### config.mk
export PLATFORM = sky130hd
export DESIGN_NAME = julian_day_date_converter
export DESIGN_NICKNAME = d
export VERILOG_FILES = /design/src/design/jdc_pkg.sv /design/src/design/jdc_fwd.sv /design/src/design/jdc_rev.sv /design/src/design/julian_day_date_converter.sv
export SDC_FILE = /design/constraint.sdc
export NUM_CORES = 2
export LEC_CHECK = 0
export BUFFER_PORTS_ARGS = -buffer_cell sky130_fd_sc_hd__buf_2
export CAP_MARGIN = 10
export CELL_PAD_IN_SITES_DETAIL_PLACEMENT = 0
export CELL_PAD_IN_SITES_GLOBAL_PLACEMENT = 2
export CORE_ASPECT_RATIO = 2
export CORE_MARGIN = 10
export CORE_UTILIZATION = 49
export CTS_BUF_LIST = sky130_fd_sc_hd__clkbuf_4 sky130_fd_sc_hd__clkbuf_8 sky130_fd_sc_hd__clkbuf_16
export DETAILED_ROUTE_END_ITERATION = 8
export PLACE_DENSITY = 0.82
export SETUP_SLACK_MARGIN = 0.2
export SLEW_MARGIN = 25
export SYNTH_ARGS = -nofsm -noshare
export SYNTH_HDL_FRONTEND = slang
export SYNTH_SLANG_ARGS = --single-unit
export TNS_END_PERCENT = 100
### constraint.sdc
create_clock -name clk -period 11.2 [get_ports clk]
set_input_delay 2.24 -clock clk [delete_from_list [all_inputs] [get_ports clk]]
set_output_delay 2.24 -clock clk [all_outputs]
set_load 0.005 [all_outputs]
### src/design/jdc_pkg.sv
// ----------------------------------------------------------------------------
// jdc_pkg
// Shared types, constants and small tables for the Julian day / Gregorian
// date converter pipeline.
// ----------------------------------------------------------------------------
package jdc_pkg;

  // pipeline depth, accept to result
  localparam int JDC_LAT     = 12;
  // stages the date to day number path needs before it only delays
  localparam int JDC_FWD_STG = 4;

  // date check limits
  localparam int YEAR_LO = 1583;
  localparam int YEAR_HI = 4200;
  localparam int MONTH_HI = 12;

  // date to day number constants
  localparam int YEAR_BIAS  = 4800;
  localparam int CENT_BIAS  = 4900;
  localparam int JD_BASE    = 32075;
  localparam int QUAD_DAYS  = 1461;
  // floor(x / 100) == (x * DIV100_RCP) >> DIV100_SH for x below 2**14
  localparam int DIV100_RCP = 5243;
  localparam int DIV100_SH  = 19;

  // day number to date constants
  localparam int JD_SHIFT   = 68569;
  localparam int GREG_CYC   = 146097;
  localparam int CYC_RCP    = 229;       // floor(2**25 / 146097)
  localparam int YR_NUM     = 4000;
  localparam int YR_DEN     = 1461001;
  localparam int YR_RCP_NUM = 732000;    // 4000 * floor(2**28 / 1461001)
  localparam int MO_NUM     = 80;
  localparam int MO_DEN     = 2447;
  localparam int MO_RCP_NUM = 1040;      // 80 * floor(2**15 / 2447)
  localparam int DAY_BIAS   = 31;
  localparam int MO_WRAP    = 11;
  localparam int MO_YEAR    = 12;

  // date to day number result
  typedef struct packed {
    logic [21:0] jd;
    logic        ok;
  } fwd_res_t;

  // day number to date result
  typedef struct packed {
    logic [4:0]  day;
    logic [3:0]  month;
    logic [13:0] year;
    logic        pos;
  } rev_res_t;

  // days in a month, zero for a month code that means nothing
  function automatic logic [4:0] month_days(input logic [3:0] m, input logic leap);
    logic [4:0] len;
    case (m)
      4'd1, 4'd3, 4'd5, 4'd7, 4'd8, 4'd10, 4'd12: len = 5'd31;
      4'd4, 4'd6, 4'd9, 4'd11:                     len = 5'd30;
      4'd2:                                        len = leap ? 5'd29 : 5'd28;
      default:                                     len = 5'd0;
    endcase
    return len;
  endfunction

  // (367 * (m - 2 - 12 * q)) / 12 with q = -1 for january and february
  function automatic logic [8:0] month_ofs(input logic [3:0] m);
    logic [8:0] ofs;
    case (m)
      4'd1:    ofs = 9'd336;
      4'd2:    ofs = 9'd367;
      4'd3:    ofs = 9'd30;
      4'd4:    ofs = 9'd61;
      4'd5:    ofs = 9'd91;
      4'd6:    ofs = 9'd122;
      4'd7:    ofs = 9'd152;
      4'd8:    ofs = 9'd183;
      4'd9:    ofs = 9'd214;
      4'd10:   ofs = 9'd244;
      4'd11:   ofs = 9'd275;
      4'd12:   ofs = 9'd305;
      default: ofs = 9'd0;
    endcase
    return ofs;
  endfunction

  // (2447 * mm) / 80
  function automatic logic [8:0] day_ofs(input logic [3:0] mm);
    logic [8:0] ofs;
    case (mm)
      4'd0:    ofs = 9'd0;
      4'd1:    ofs = 9'd30;
      4'd2:    ofs = 9'd61;
      4'd3:    ofs = 9'd91;
      4'd4:    ofs = 9'd122;
      4'd5:    ofs = 9'd152;
      4'd6:    ofs = 9'd183;
      4'd7:    ofs = 9'd214;
      4'd8:    ofs = 9'd244;
      4'd9:    ofs = 9'd275;
      4'd10:   ofs = 9'd305;
      4'd11:   ofs = 9'd336;
      4'd12:   ofs = 9'd367;
      4'd13:   ofs = 9'd397;
      4'd14:   ofs = 9'd428;
      default: ofs = 9'd458;
    endcase
    return ofs;
  endfunction

endpackage

### src/design/jdc_fwd.sv
// ----------------------------------------------------------------------------
// jdc_fwd
// Date to day number path: date check and day number sum in four stages,
// then a delay line so the result lines up with the reverse path.
// ----------------------------------------------------------------------------
module jdc_fwd (
  input  logic                          clk,
  input  logic [jdc_pkg::JDC_LAT-1:0]   en,
  input  logic [4:0]                    day_in,
  input  logic [3:0]                    month_in,
  input  logic [12:0]                   year_in,
  output jdc_pkg::fwd_res_t             res
);

  localparam int NDLY = jdc_pkg::JDC_LAT - jdc_pkg::JDC_FWD_STG;

  // stage 1 registers
  logic [4:0]  day1_r;
  logic [3:0]  mon1_r;
  logic [12:0] year1_r;
  logic [13:0] yb1_r;
  logic [13:0] yc1_r;
  logic [8:0]  mo1_r;
  logic        rng1_r;
  // stage 2 registers
  logic [4:0]  day2_r;
  logic [3:0]  mon2_r;
  logic [12:0] year2_r;
  logic [8:0]  mo2_r;
  logic        rng2_r;
  logic [25:0] py2_r;
  logic [26:0] pc2_r;
  logic [24:0] pt2_r;
  // stage 3 registers
  logic [4:0]  day3_r;
  logic [3:0]  mon3_r;
  logic [8:0]  mo3_r;
  logic        rng3_r;
  logic        leap3_r;
  logic [22:0] t1_3_r;
  logic [7:0]  t3_3_r;
  // stage 4 and delay line
  jdc_pkg::fwd_res_t dly_r [0:NDLY];

  // stage 1 combinational
  logic        early;
  logic        rng;
  logic [13:0] yb1_nxt;
  logic [13:0] yc1_nxt;
  // stage 3 combinational
  logic [6:0]  q100;
  logic [12:0] rem_w;
  logic [6:0]  rem100;
  logic        leap;
  logic [7:0]  cdiv;
  logic [9:0]  t3w;
  // stage 4 combinational
  logic [4:0]  len;
  logic        ok;
  logic [23:0] sum;

  // year shifted to a march-based year, range check
  always_comb begin
    early   = (month_in < 4'd3);
    yb1_nxt = 14'(year_in) + 14'(jdc_pkg::YEAR_BIAS) - 14'(early);
    yc1_nxt = 14'(year_in) + 14'(jdc_pkg::CENT_BIAS) - 14'(early);
    rng     = (year_in >= 13'(jdc_pkg::YEAR_LO)) && (year_in <= 13'(jdc_pkg::YEAR_HI))
              && (month_in != 4'd0) && (month_in <= 4'(jdc_pkg::MONTH_HI));
  end

  always_ff @(posedge clk) begin
    if (en[0]) begin
      day1_r  <= day_in;
      mon1_r  <= month_in;
      year1_r <= year_in;
      yb1_r   <= yb1_nxt;
      yc1_r   <= yc1_nxt;
      mo1_r   <= jdc_pkg::month_ofs(month_in);
      rng1_r  <= rng;
    end
  end

  // constant multiplies: year / 100, century / 100, 1461 * year
  always_ff @(posedge clk) begin
    if (en[1]) begin
      day2_r  <= day1_r;
      mon2_r  <= mon1_r;
      year2_r <= year1_r;
      mo2_r   <= mo1_r;
      rng2_r  <= rng1_r;
      py2_r   <= 26'(year1_r) * 26'(jdc_pkg::DIV100_RCP);
      pc2_r   <= 27'(yc1_r) * 27'(jdc_pkg::DIV100_RCP);
      pt2_r   <= 25'(yb1_r) * 25'(jdc_pkg::QUAD_DAYS);
    end
  end

  // leap rule and century correction
  always_comb begin
    q100   = py2_r[25:19];
    rem_w  = year2_r - 13'(13'(q100) * 13'd100);
    rem100 = rem_w[6:0];
    leap   = ((year2_r[1:0] == 2'b00) && (rem100 != 7'd0))
             || ((rem100 == 7'd0) && (q100[1:0] == 2'b00));
    cdiv   = pc2_r[26:19];
    t3w    = 10'(cdiv) * 10'd3;
  end

  always_ff @(posedge clk) begin
    if (en[2]) begin
      day3_r  <= day2_r;
      mon3_r  <= mon2_r;
      mo3_r   <= mo2_r;
      rng3_r  <= rng2_r;
      leap3_r <= leap;
      t1_3_r  <= pt2_r[24:2];
      t3_3_r  <= t3w[9:2];
    end
  end

  // day check and final sum
  always_comb begin
    len = jdc_pkg::month_days(mon3_r, leap3_r);
    ok  = rng3_r && (day3_r != 5'd0) && (day3_r <= len);
    sum = 24'(day3_r) + 24'(t1_3_r) + 24'(mo3_r) - 24'(t3_3_r) - 24'(jdc_pkg::JD_BASE);
  end

  always_ff @(posedge clk) begin
    if (en[jdc_pkg::JDC_FWD_STG-1]) begin
      dly_r[0].jd <= ok ? sum[21:0] : 22'd0;
      dly_r[0].ok <= ok;
    end
  end

  // delay to the common output stage
  for (genvar k = 1; k <= NDLY; k++) begin : g_dly
    always_ff @(posedge clk) begin
      if (en[jdc_pkg::JDC_FWD_STG-1+k]) begin
        dly_r[k] <= dly_r[k-1];
      end
    end
  end

  assign res = dly_r[NDLY];

endmodule

### src/design/jdc_rev.sv
// ----------------------------------------------------------------------------
// jdc_rev
// Day number to date path: three reciprocal-multiply divisions, each with
// a one-step correction, spread over twelve register stages.
// ----------------------------------------------------------------------------
module jdc_rev (
  input  logic                          clk,
  input  logic [jdc_pkg::JDC_LAT-1:0]   en,
  input  logic [21:0]                   jday_in,
  output jdc_pkg::rev_res_t             res
);

  // stage registers, numbered by stage
  logic [22:0] w0_1_r;
  logic        pos1_r;
  logic [24:0] x2_r;
  logic [31:0] pc2_r;
  logic        pos2_r;
  logic [6:0]  c3_r;
  logic [18:0] r3_r;
  logic        pos3_r;
  logic [6:0]  cent4_r;
  logic [15:0] wk4_r;
  logic        pos4_r;
  logic [27:0] x5_r;
  logic [34:0] py5_r;
  logic [6:0]  cent5_r;
  logic [15:0] wk5_r;
  logic        pos5_r;
  logic [6:0]  yy6_r;
  logic [21:0] r6_r;
  logic [6:0]  cent6_r;
  logic [15:0] wk6_r;
  logic        pos6_r;
  logic [6:0]  yy7_r;
  logic [6:0]  cent7_r;
  logic [15:0] wk7_r;
  logic        pos7_r;
  logic [8:0]  wk8_r;
  logic [6:0]  yy8_r;
  logic [6:0]  cent8_r;
  logic        pos8_r;
  logic [14:0] x9_r;
  logic [18:0] pm9_r;
  logic [8:0]  wk9_r;
  logic [6:0]  yy9_r;
  logic [6:0]  cent9_r;
  logic        pos9_r;
  logic [3:0]  mm10_r;
  logic [12:0] r10_r;
  logic [8:0]  wk10_r;
  logic [6:0]  yy10_r;
  logic [6:0]  cent10_r;
  logic        pos10_r;
  logic [3:0]  mm11_r;
  logic [8:0]  wk11_r;
  logic [6:0]  yy11_r;
  logic [6:0]  cent11_r;
  logic        pos11_r;
  jdc_pkg::rev_res_t res_r;

  // combinational per stage
  logic [24:0] x2;
  logic [6:0]  c0;
  logic [24:0] rw1;
  logic        ge1;
  logic [18:0] rr1;
  logic [16:0] inc;
  logic [6:0]  yy0;
  logic [27:0] rw2;
  logic [17:0] qd;
  logic [16:0] w2;
  logic [3:0]  mm0;
  logic [14:0] rw3;
  logic [9:0]  dw;
  logic        wrap;
  logic [4:0]  mw;
  logic [13:0] yw;

  // shift the day number onto the 400-year cycle
  always_ff @(posedge clk) begin
    if (en[0]) begin
      w0_1_r <= 23'(jday_in) + 23'(jdc_pkg::JD_SHIFT);
      pos1_r <= (jday_in != 22'd0);
    end
  end

  // 400-year cycle estimate
  assign x2 = {w0_1_r, 2'b00};

  always_ff @(posedge clk) begin
    if (en[1]) begin
      x2_r   <= x2;
      pc2_r  <= 32'(x2) * 32'(jdc_pkg::CYC_RCP);
      pos2_r <= pos1_r;
    end
  end

  // remainder of the cycle estimate
  always_comb begin
    c0  = pc2_r[31:25];
    rw1 = x2_r - 25'(25'(c0) * 25'(jdc_pkg::GREG_CYC));
  end

  always_ff @(posedge clk) begin
    if (en[2]) begin
      c3_r   <= c0;
      r3_r   <= rw1[18:0];
      pos3_r <= pos2_r;
    end
  end

  // cycle correction, day within cycle is remainder / 4
  always_comb begin
    ge1 = (r3_r >= 19'(jdc_pkg::GREG_CYC));
    rr1 = ge1 ? (r3_r - 19'(jdc_pkg::GREG_CYC)) : r3_r;
  end

  always_ff @(posedge clk) begin
    if (en[3]) begin
      cent4_r <= c3_r + 7'(ge1);
      wk4_r   <= rr1[17:2];
      pos4_r  <= pos3_r;
    end
  end

  // year in cycle estimate
  assign inc = 17'(wk4_r) + 17'd1;

  always_ff @(posedge clk) begin
    if (en[4]) begin
      x5_r    <= 28'(inc) * 28'(jdc_pkg::YR_NUM);
      py5_r   <= 35'(inc) * 35'(jdc_pkg::YR_RCP_NUM);
      cent5_r <= cent4_r;
      wk5_r   <= wk4_r;
      pos5_r  <= pos4_r;
    end
  end

  // remainder of the year estimate
  always_comb begin
    yy0 = py5_r[34:28];
    rw2 = x5_r - 28'(28'(yy0) * 28'(jdc_pkg::YR_DEN));
  end

  always_ff @(posedge clk) begin
    if (en[5]) begin
      yy6_r   <= yy0;
      r6_r    <= rw2[21:0];
      cent6_r <= cent5_r;
      wk6_r   <= wk5_r;
      pos6_r  <= pos5_r;
    end
  end

  // year correction
  always_ff @(posedge clk) begin
    if (en[6]) begin
      yy7_r   <= yy6_r + 7'(r6_r >= 22'(jdc_pkg::YR_DEN));
      cent7_r <= cent6_r;
      wk7_r   <= wk6_r;
      pos7_r  <= pos6_r;
    end
  end

  // day within march-based year
  always_comb begin
    qd = 18'(yy7_r) * 18'(jdc_pkg::QUAD_DAYS);
    w2 = 17'(wk7_r) + 17'(jdc_pkg::DAY_BIAS) - 17'(qd[17:2]);
  end

  always_ff @(posedge clk) begin
    if (en[7]) begin
      wk8_r   <= w2[8:0];
      yy8_r   <= yy7_r;
      cent8_r <= cent7_r;
      pos8_r  <= pos7_r;
    end
  end

  // month estimate
  always_ff @(posedge clk) begin
    if (en[8]) begin
      x9_r    <= 15'(wk8_r) * 15'(jdc_pkg::MO_NUM);
      pm9_r   <= 19'(wk8_r) * 19'(jdc_pkg::MO_RCP_NUM);
      wk9_r   <= wk8_r;
      yy9_r   <= yy8_r;
      cent9_r <= cent8_r;
      pos9_r  <= pos8_r;
    end
  end

  // remainder of the month estimate
  always_comb begin
    mm0 = pm9_r[18:15];
    rw3 = x9_r - 15'(15'(mm0) * 15'(jdc_pkg::MO_DEN));
  end

  always_ff @(posedge clk) begin
    if (en[9]) begin
      mm10_r   <= mm0;
      r10_r    <= rw3[12:0];
      wk10_r   <= wk9_r;
      yy10_r   <= yy9_r;
      cent10_r <= cent9_r;
      pos10_r  <= pos9_r;
    end
  end

  // month correction
  always_ff @(posedge clk) begin
    if (en[10]) begin
      mm11_r   <= mm10_r + 4'(r10_r >= 13'(jdc_pkg::MO_DEN));
      wk11_r   <= wk10_r;
      yy11_r   <= yy10_r;
      cent11_r <= cent10_r;
      pos11_r  <= pos10_r;
    end
  end

  // day, month, year; january and february roll into the next year
  always_comb begin
    dw   = 10'(wk11_r) - 10'(jdc_pkg::day_ofs(mm11_r));
    wrap = (mm11_r >= 4'(jdc_pkg::MO_WRAP));
    mw   = 5'(mm11_r) + 5'd2 - (wrap ? 5'(jdc_pkg::MO_YEAR) : 5'd0);
    yw   = 14'(14'(cent11_r) * 14'd100) - 14'(jdc_pkg::CENT_BIAS) + 14'(yy11_r)
           + 14'(wrap);
  end

  always_ff @(posedge clk) begin
    if (en[11]) begin
      res_r.day   <= pos11_r ? dw[4:0] : 5'd0;
      res_r.month <= pos11_r ? mw[3:0] : 4'd0;
      res_r.year  <= pos11_r ? yw : 14'd0;
      res_r.pos   <= pos11_r;
    end
  end

  assign res = res_r;

endmodule

### src/design/julian_day_date_converter.sv
// throughput: one result beat per input beat, one beat per cycle unless stalled
// the twelve-stage day number to date path (three reciprocal-multiply divisions
// with a correction stage each) sets depth
// stalls fill bubbles first, so the input stays ready until all stages are full
// reset: synchronous active-low rst_n clears the stage valid bits only
// ----------------------------------------------------------------------------
// julian_day_date_converter
// Converts Gregorian dates to Julian day numbers and back, per beat,
// in a stallable twelve-stage pipeline.
// ----------------------------------------------------------------------------
module julian_day_date_converter (
  input  logic        clk,
  input  logic        rst_n,
  input  logic        in_tvalid,
  output logic        in_tready,
  // day_in[4:0], month_in[8:5], year_in[21:9], jday_in[43:22], zero fill
  input  logic [47:0] in_tdata,
  // cmd[0]
  input  logic        in_tuser,
  output logic        out_tvalid,
  input  logic        out_tready,
  // jday_out[21:0], day_out[26:22], month_out[30:27], year_out[44:31], zero fill
  output logic [47:0] out_tdata,
  // valid_res[0]
  output logic        out_tuser
);

  localparam int LAT = jdc_pkg::JDC_LAT;

  logic [LAT-1:0]    v_r;
  logic [LAT-1:0]    cmd_r;
  logic [LAT-1:0]    en;
  jdc_pkg::fwd_res_t fres;
  jdc_pkg::rev_res_t rres;
  logic              cmd_o;

  // stage load enables: a stage moves when it or any later stage is empty,
  // or when the result beat is taken
  for (genvar k = 0; k < LAT; k++) begin : g_en
    assign en[k] = out_tready || !(&v_r[LAT-1:k]);
  end

  assign in_tready = en[0];

  // valid bits travel with the data
  always_ff @(posedge clk) begin
    if (!rst_n) begin
      v_r <= '0;
    end else begin
      if (en[0]) begin
        v_r[0] <= in_tvalid;
      end
      for (int k = 1; k < LAT; k++) begin
        if (en[k]) begin
          v_r[k] <= v_r[k-1];
        end
      end
    end
  end

  // direction select travels alongside
  always_ff @(posedge clk) begin
    if (en[0]) begin
      cmd_r[0] <= in_tuser;
    end
    for (int k = 1; k < LAT; k++) begin
      if (en[k]) begin
        cmd_r[k] <= cmd_r[k-1];
      end
    end
  end

  jdc_fwd u_fwd (
    .clk      (clk),
    .en       (en),
    .day_in   (in_tdata[4:0]),
    .month_in (in_tdata[8:5]),
    .year_in  (in_tdata[21:9]),
    .res      (fres)
  );

  jdc_rev u_rev (
    .clk     (clk),
    .en      (en),
    .jday_in (in_tdata[43:22]),
    .res     (rres)
  );

  // result beat: only the chosen direction's fields are nonzero
  assign cmd_o      = cmd_r[LAT-1];
  assign out_tvalid = v_r[LAT-1];
  assign out_tuser  = cmd_o ? rres.pos : fres.ok;
  assign out_tdata  = {3'b000,
                       cmd_o ? rres.year  : 14'd0,
                       cmd_o ? rres.month : 4'd0,
                       cmd_o ? rres.day   : 5'd0,
                       cmd_o ? 22'd0      : fres.jd};

`ifndef SYNTHESIS
  // input only stalls once every stage holds an item
  a_stall_full: assert property (@(posedge clk) disable iff (!rst_n)
    !in_tready |-> (&v_r))
    else $error("input stalled with an empty stage");

  // an invalid result carries all-zero fields
  a_invalid_zero: assert property (@(posedge clk) disable iff (!rst_n)
    out_tvalid && !out_tuser |-> (out_tdata[44:0] == 45'd0))
    else $error("invalid result with nonzero fields");

  // a day number result carries no date
  a_dir_excl: assert property (@(posedge clk) disable iff (!rst_n)
    out_tvalid && (out_tdata[21:0] != 22'd0) |-> (out_tdata[44:22] == 23'd0))
    else $error("day number and date both set");

  // a decoded date has a real month
  a_month_rng: assert property (@(posedge clk) disable iff (!rst_n)
    out_tvalid && out_tuser && (out_tdata[21:0] == 22'd0)
    |-> (out_tdata[30:27] != 4'd0) && (out_tdata[30:27] <= 4'd12))
    else $error("decoded month out of range");
`endif

endmodule

# Yosys cells after proc, flatten, opt, wreduce, memory -nomap -nowiden
# Memory sizes are Yosys's and may differ from the RTL's. A register that Yosys moved wholly into a read port is not among the register bits.
# Cells that the tools add are included.
[totals] reg_bits=638 ram_bits=207 romBits=288 input_bits=53 output_inout_bits=51 elab_cells=241 n_memories=3
[mem_list] name="u_fwd.dly_r" depth=9 word_bits=23 read_ports=9 rd_clocked_by_memory_dff=0 wr=9 line="jdc_fwd.sv:43" rtl="jdc_pkg::fwd_res_t dly_r [0:NDLY];"
[mem_list] name="(no name shown)" depth=16 word_bits=9 read_ports=1 rd_clocked_by_memory_dff=1 wr=0 line="jdc_pkg.sv:70" rtl="case (m)"
[mem_list] name="(no name shown)" depth=16 word_bits=9 read_ports=1 rd_clocked_by_memory_dff=1 wr=0 line="jdc_pkg.sv:91" rtl="case (mm)"
[op_classes] add_sub_neg=26 multipliers=15 order_cmp=9 n_eq_ne=12 n_mux=29 n_reduce_logical=52
[op_table] operator="$mux W22" count=2
[op_table] operator="$mul A17 B15 Y30 const B" count=1
[op_table] operator="$mul A23 B8 Y30 const B" count=1
[op_table] operator="$add A13 B13 Y14 const B" count=2
[op_table] operator="$sub A14 B1 Y14" count=2
[op_table] operator="$mul A14 B13 Y27 const B" count=1
[op_table] operator="$mul A13 B13 Y26 const B" count=1
[op_table] operator="$mul A14 B11 Y24 const B" count=1
[op_table] operator="$add A22 B17 Y23 const B" count=1
[op_table] operator="$add A22 B9 Y22" count=1
[op_table] operator="$add A5 B22 Y22" count=1
[op_table] operator="$ge A22 B21 Y1 const B" count=1
[op_table] operator="$mul A7 B21 Y22 const B" count=1
[op_table] operator="$reduce_bool A22 Y1" count=1
[op_table] operator="$sub A22 B15 Y22 const B" count=1
[op_table] operator="$sub A22 B22 Y22" count=1
[op_table] operator="$sub A22 B8 Y22" count=1
[op_table] operator="$eq A4 B4 Y1 const B" count=5
[op_table] operator="$mux W1" count=20
[op_table] operator="$ge A19 B18 Y1 const B" count=1
[op_table] operator="$mul A7 B18 Y19 const B" count=1
[op_table] operator="$sub A19 B19 Y19" count=1
[op_table] operator="$mux W18" count=1
[op_table] operator="$sub A18 B18 Y18 const B" count=1
[op_table] operator="other kinds (56)" count=93

# Longest topological paths before layout
[depth] word_depth=6 mapped_depth=27 ltp_nobuf=26

# By module
# From an unflattened synthesis, not the netlist that was laid out.
[hier_totals] hier_cells=4343 hier_area_um2=54238.3
[by_module_without_submodules] mod="jdc_rev" instances=1 cells_per_inst=2396 area_per_inst_um2=28800.1 seq_area_each_um2=10580.1
[by_module_without_submodules] mod="jdc_fwd" instances=1 cells_per_inst=1821 area_per_inst_um2=24234.5 seq_area_each_um2=11290.8
[by_module_without_submodules] mod="julian_day_date_converter" instances=1 cells_per_inst=126 area_per_inst_um2=1203.7 seq_area_each_um2=600.6

# Worst setup path after synthesis
# Ideal clock, no wire load.
[synth_path] path_type="input to output" from="input port out_tready" to="output port in_tready" t_arrival_ps=6089 slack_ps=2871 cell_stages=8 cell_sequence="nor2b_1 > inv_1 > nor2_1 > and2_1 > and3_1 > and2_1 > and3_1 > nand2_1"
[synth_between] elab_chain_cells=1
[synth_lines] item="from (decl)" line="julian_day_date_converter.sv:21" rtl="input logic out_tready,"
[synth_lines] item="$logic_or A1 B1 Y1" line="julian_day_date_converter.sv:40" rtl="assign en[k] = out_tready || !(&v_r[LAT-1:k]);"
[synth_lines] item="to (decl)" line="julian_day_date_converter.sv:15" rtl="output logic in_tready,"
# No other way between the ends.

# Worst setup path after layout
[layout_path] from="register u_rev.wk4_r[0]" to="register u_rev.py5_r[34], data pin"
[layout_between] elab_chain_cells=2
[layout_lines] item="from (decl)" line="jdc_rev.sv:23" rtl="logic [15:0] wk4_r;"
[layout_lines] item="from (signal assigned)" line="jdc_rev.sv:122" rtl="wk4_r <= rr1[17:2];"
[layout_lines] item="$add A16 B1 Y17" line="jdc_rev.sv:128" rtl="assign inc = 17'(wk4_r) + 17'd1;"
[layout_lines] item="$mul A17 B15 Y30" line="jdc_rev.sv:133" rtl="py5_r <= 35'(inc) * 35'(jdc_pkg::YR_RCP_NUM);"
[layout_lines] item="to (signal assigned)" line="jdc_rev.sv:133"
[layout_lines] item="to (decl)" line="jdc_rev.sv:26" rtl="logic [34:0] py5_r;"
# No other way between the ends.
# A chain may end at the register's enable or synchronous reset.

==> metrics.md <==
| Metric | Value |
|---|---|
| Status | `completed` |
| Final Net Count | `between 5000 and 6000` |
| Dpl cells | `about 5700` |
| Kind of cell adding the most delay to the critical path | `adder cells` |
| Fin. max-slew vios | `0` |
| Initial antenna violation count | `3` |
| I/O pin count | `roughly 100` |
| Synth Instances | `4263` |
| Cell Area, Synth | `around 54000 um^2` |
| First-pass GRT wire length | `approximately 170000 um` |
| CTS tree | `done` |
| DRC | `0` |
| WS Path Type | `flip-flop to flip-flop` |
| FILL cells | `about 9300` |
| Worst-path maximum fanout | `7` |
| WHS Endpoint | `u_rev.cent6_r[5]$_DFFE_PP_` |
| Footprint of the multi-input gates | `27600 um^2` |
| Ys flop type | `edfxtp_1` |
| Layout cells sized above 1 | `between 6 and 7%` |
| Reg2Reg Depth | `26` |
| Avg Inst Size Synth | `roughly 13 um^2` |
| R2R Path End | `u_rev.py5_r[34]$_DFFE_PP_` |
| Maximum clock rate | `around 0.13 GHz` |
| Htree depth | `3` |
| CTS Buffer Depth | `3` |
| Drt first pass iters | `5` |
| Setup Skew | `about 0.042 ns` |
| Core Rows | `171` |
| Area grow syn2layout | `9.13%` |
| First DRT Iteration DRCs | `between 800 and 900` |
| Register bit total from synthesis | `~750` |
| Final hold violations | `0` |
| Hold Path Origin | `u_rev.cent5_r[5]$_DFFE_PP_` |
| Starting Density | `approximately half` |
| Critical Path Sink Type | `flip-flop` |
| Mean routed wirelength per cell | `around 17 um` |
| CTS resizes | `0` |
| Final Critical Period | `7.82 ns` |
| Setup TNS | `0 ns` |
| Ys async rst share | `0%` |
| Crit path top cell by count | `inv_1` |
| Post-CTS Setup Bufs | `0` |
| Netlist cell types | `75` |
| Vias in the first global route | `32600` |
| RD Place Congestion | `slightly above 0.9` |
| Period utilization | `69.8%` |
| Gr ovfl total | `0` |
| Die extent in x | `about 250 um` |
| Number of synthesized flops with an enable pin | `around 740` |
| Min-Delay Path Class | `flip-flop to flip-flop` |
| Hold-critical path depth | `0` |
| Via count | `29600` |
| Die Footprint | `around 120000 um^2` |
| I/O Buffers | `96` |
| Flop-to-flop setup slack | `approximately 3.4 ns` |
| CTS Sinks | `roughly 750` |
| Root buffer cell | `clkbuf_16` |
| Post-synthesis sequential area ratio | `about two fifths` |
| Largest net degree at the start of global routing | `70` |
| Cell Count, Final, Fillers Out | `slightly below 6000` |
| YS warnings | `0` |
| DIE HEIGHT | `487 um` |
| Vias per cell | `slightly above 5` |
| Total Wirelength | `102000 um` |
| Setup Viol. Count Final | `0` |
| Crit path arrival time | `around 8.2 ns` |
| CP max stage delay | `about 0.63 ns` |
| Required time worst endpoint | `11.62 ns` |
| Post-DRT Antenna Nets | `0` |
| Hold_buf cts | `0` |
| Core area | `108000 um^2` |
| Worst Max-Slew Pin Slew | `a little under 0.9 ns` |
| Global Route Usage Sum | `roughly 17%` |
| Clock slew at reported path FFs | `~0.07 ns` |
| Reg2reg start | `u_rev.wk4_r[0]$_DFFE_PP_` |
| CP startpoint kind | `flip-flop` |
| MaxCap Viol Count | `0` |
| Dpl hpwl | `approximately 86000 um` |
| Unrepaired setup endpoints after global routing | `false` |
| Relative slew slack | `41.2%` |
| Worst-Skew Late Latency | `between 0.6 and 0.7 ns` |
| Reg area | `between 20000 and 25000 um^2` |
| Crit path buf inv count | `7` |
| TritonCTS Buffers | `between 70 and 80` |
| Critical-path top delay cell | `nor3_1` |
==> synthesized netlist by cell type, types with 18 or more instances <==
cell type	count	area, um^2
xnor2_1	223	1950
nand2b_1	18	113
o21bai_1	20	150
inv_1	899	3370
nand2_1	98	368
o21a_1	37	278
xor2_1	91	797
nand3_1	49	245
a21o_1	45	338
and2_1	53	332
and3_1	26	163
ha_1	807	10100
nor2_1	138	518
edfxtp_1	737	22100
nand4_1	20	125
fa_1	442	8850
o21ai_0	85	425
nor3_1	54	270
a211oi_1	18	135
nor2b_1	56	350
a21oi_1	132	661
==> through the flow <==
step	setup slack, ns	cell area, um^2	utilization [%]	hold WS (ns)
floorplan	2.87	53500	-	0.400
finish	3.38	58400	53.9	0.391
CTS	3.31	58400	53.9	0.388
detailed placement	3.29	55900	51.5	0.405
global placement	3.35	55900	51.5	0.401
global route	2.95	58400	53.9	0.395
==> layer usage <==
layer / global-route usage [%] / vias to the layer above / routed length [um]
li1: - / 14700 / -
met1: 16.1 / 14400 / 33800
met2: 35.9 / 318 / 61000
met3: 2.39 / 181 / 2740
met4: 7.18 / 4 / 4320
met5: 0 / - / 14
==> logic make-up after synthesis <==
group / after synthesis / share of synthesized area (%)
other cells: 1 / 0.00700
xor+xnor: 314 / 5.14
buf+inv: 921 / 6.48
flops: 754 / 42.0
simple gates: 572 / 5.45
fa+ha+maj: 1249 / 35.4
mux: 8 / 0.180
compound gates: 444 / 5.38
==> worst reg2reg max path: stages (launching register included) <==
cell and delay (ns):
edfxtp_1 0.54, ha_1 0.25, nand3_1 0.18, nor3_1 0.63, and3_1 0.26, xnor2_1 0.33
inv_1 0.32, nand2_1 0.25, inv_1 0.12, fa_1 0.49, inv_1 0.06, fa_1 0.51
inv_1 0.05, fa_1 0.48, fa_1 0.55, inv_1 0.05, fa_1 0.50, inv_1 0.04
ha_1 0.30, a2111o_1 0.43, nand2_1 0.08, o22ai_1 0.09, nor3_1 0.22, buf_4 0.20
nor3_1 0.07, a2111oi_0 0.48, xnor2_1 0.11
==> final cells by class <==
cell class / instances / area share, %
multi-input cells: 2590 / 47.3
repair buffers: 118 / 1.11
clock buffers: 82 / 3.24
clock inverters: 52 / 1.14
well taps: 1384 / 2.96
flip-flops and latches: 754 / 38.5
inverters: 900 / 5.79
diodes: 1 / 0.00428
==> worst max-delay path by stage <==
stage / startpoint / end / slack, ns / depth (start not counted)
finish: u_rev.wk4_r[0]$_DFFE_PP_ / u_rev.py5_r[34]$_DFFE_PP_ / 3.38 / 26
global route: u_rev.wk4_r[0]$_DFFE_PP_ / u_rev.py5_r[34]$_DFFE_PP_ / 2.95 / 26
detailed placement: u_rev.wk4_r[0]$_DFFE_PP_ / u_rev.py5_r[34]$_DFFE_PP_ / 3.29 / 26
CTS: u_rev.wk4_r[0]$_DFFE_PP_ / u_rev.py5_r[34]$_DFFE_PP_ / 3.31 / 26
floorplan: out_tready / in_tready / 2.87 / 8
global placement: u_rev.wk4_r[0]$_DFFE_PP_ / u_rev.py5_r[34]$_DFFE_PP_ / 3.35 / 26
==> state kept, by name (all words and copies together), names as in the netlist, 13 cells and up, named ones only <==
register	count
u_fwd.dly_r	207
u_rev.x5_r	17
u_fwd.year1_r	13
u_rev.r10_r	13
u_rev.w0_1_r	23
u_rev.x2_r	17
u_fwd.yc1_r	14
u_rev.wk4_r	16
u_rev.res	24
u_rev.r3_r	19
u_fwd.pt2_r	22
u_fwd.t1_3_r	22
u_rev.r6_r	22
==> cells in the final DEF (no fill, tap or decap), types with 17 or more instances in the layout <==
cell,n
fa_1,442
nand2b_1,18
a21oi_1,132
dfxtp_1,17
nor4_1,17
and2_1,53
nor2_1,138
nor3_1,54
o21ai_0,85
edfxtp_1,737
xnor2_1,223
nand3_1,48
inv_1,892
buf_2,96
ha_1,807
buf_4,22
nand4_1,20
and3_1,26
nor2b_1,56
clkbuf_16,73
a211oi_1,18
xor2_1,91
nand2_1,94
o21bai_1,20
a21o_1,45
o21a_1,37
Power is not shown: default switching activity piles up to over one toggle a cycle in this logic, so the estimate is an artifact.
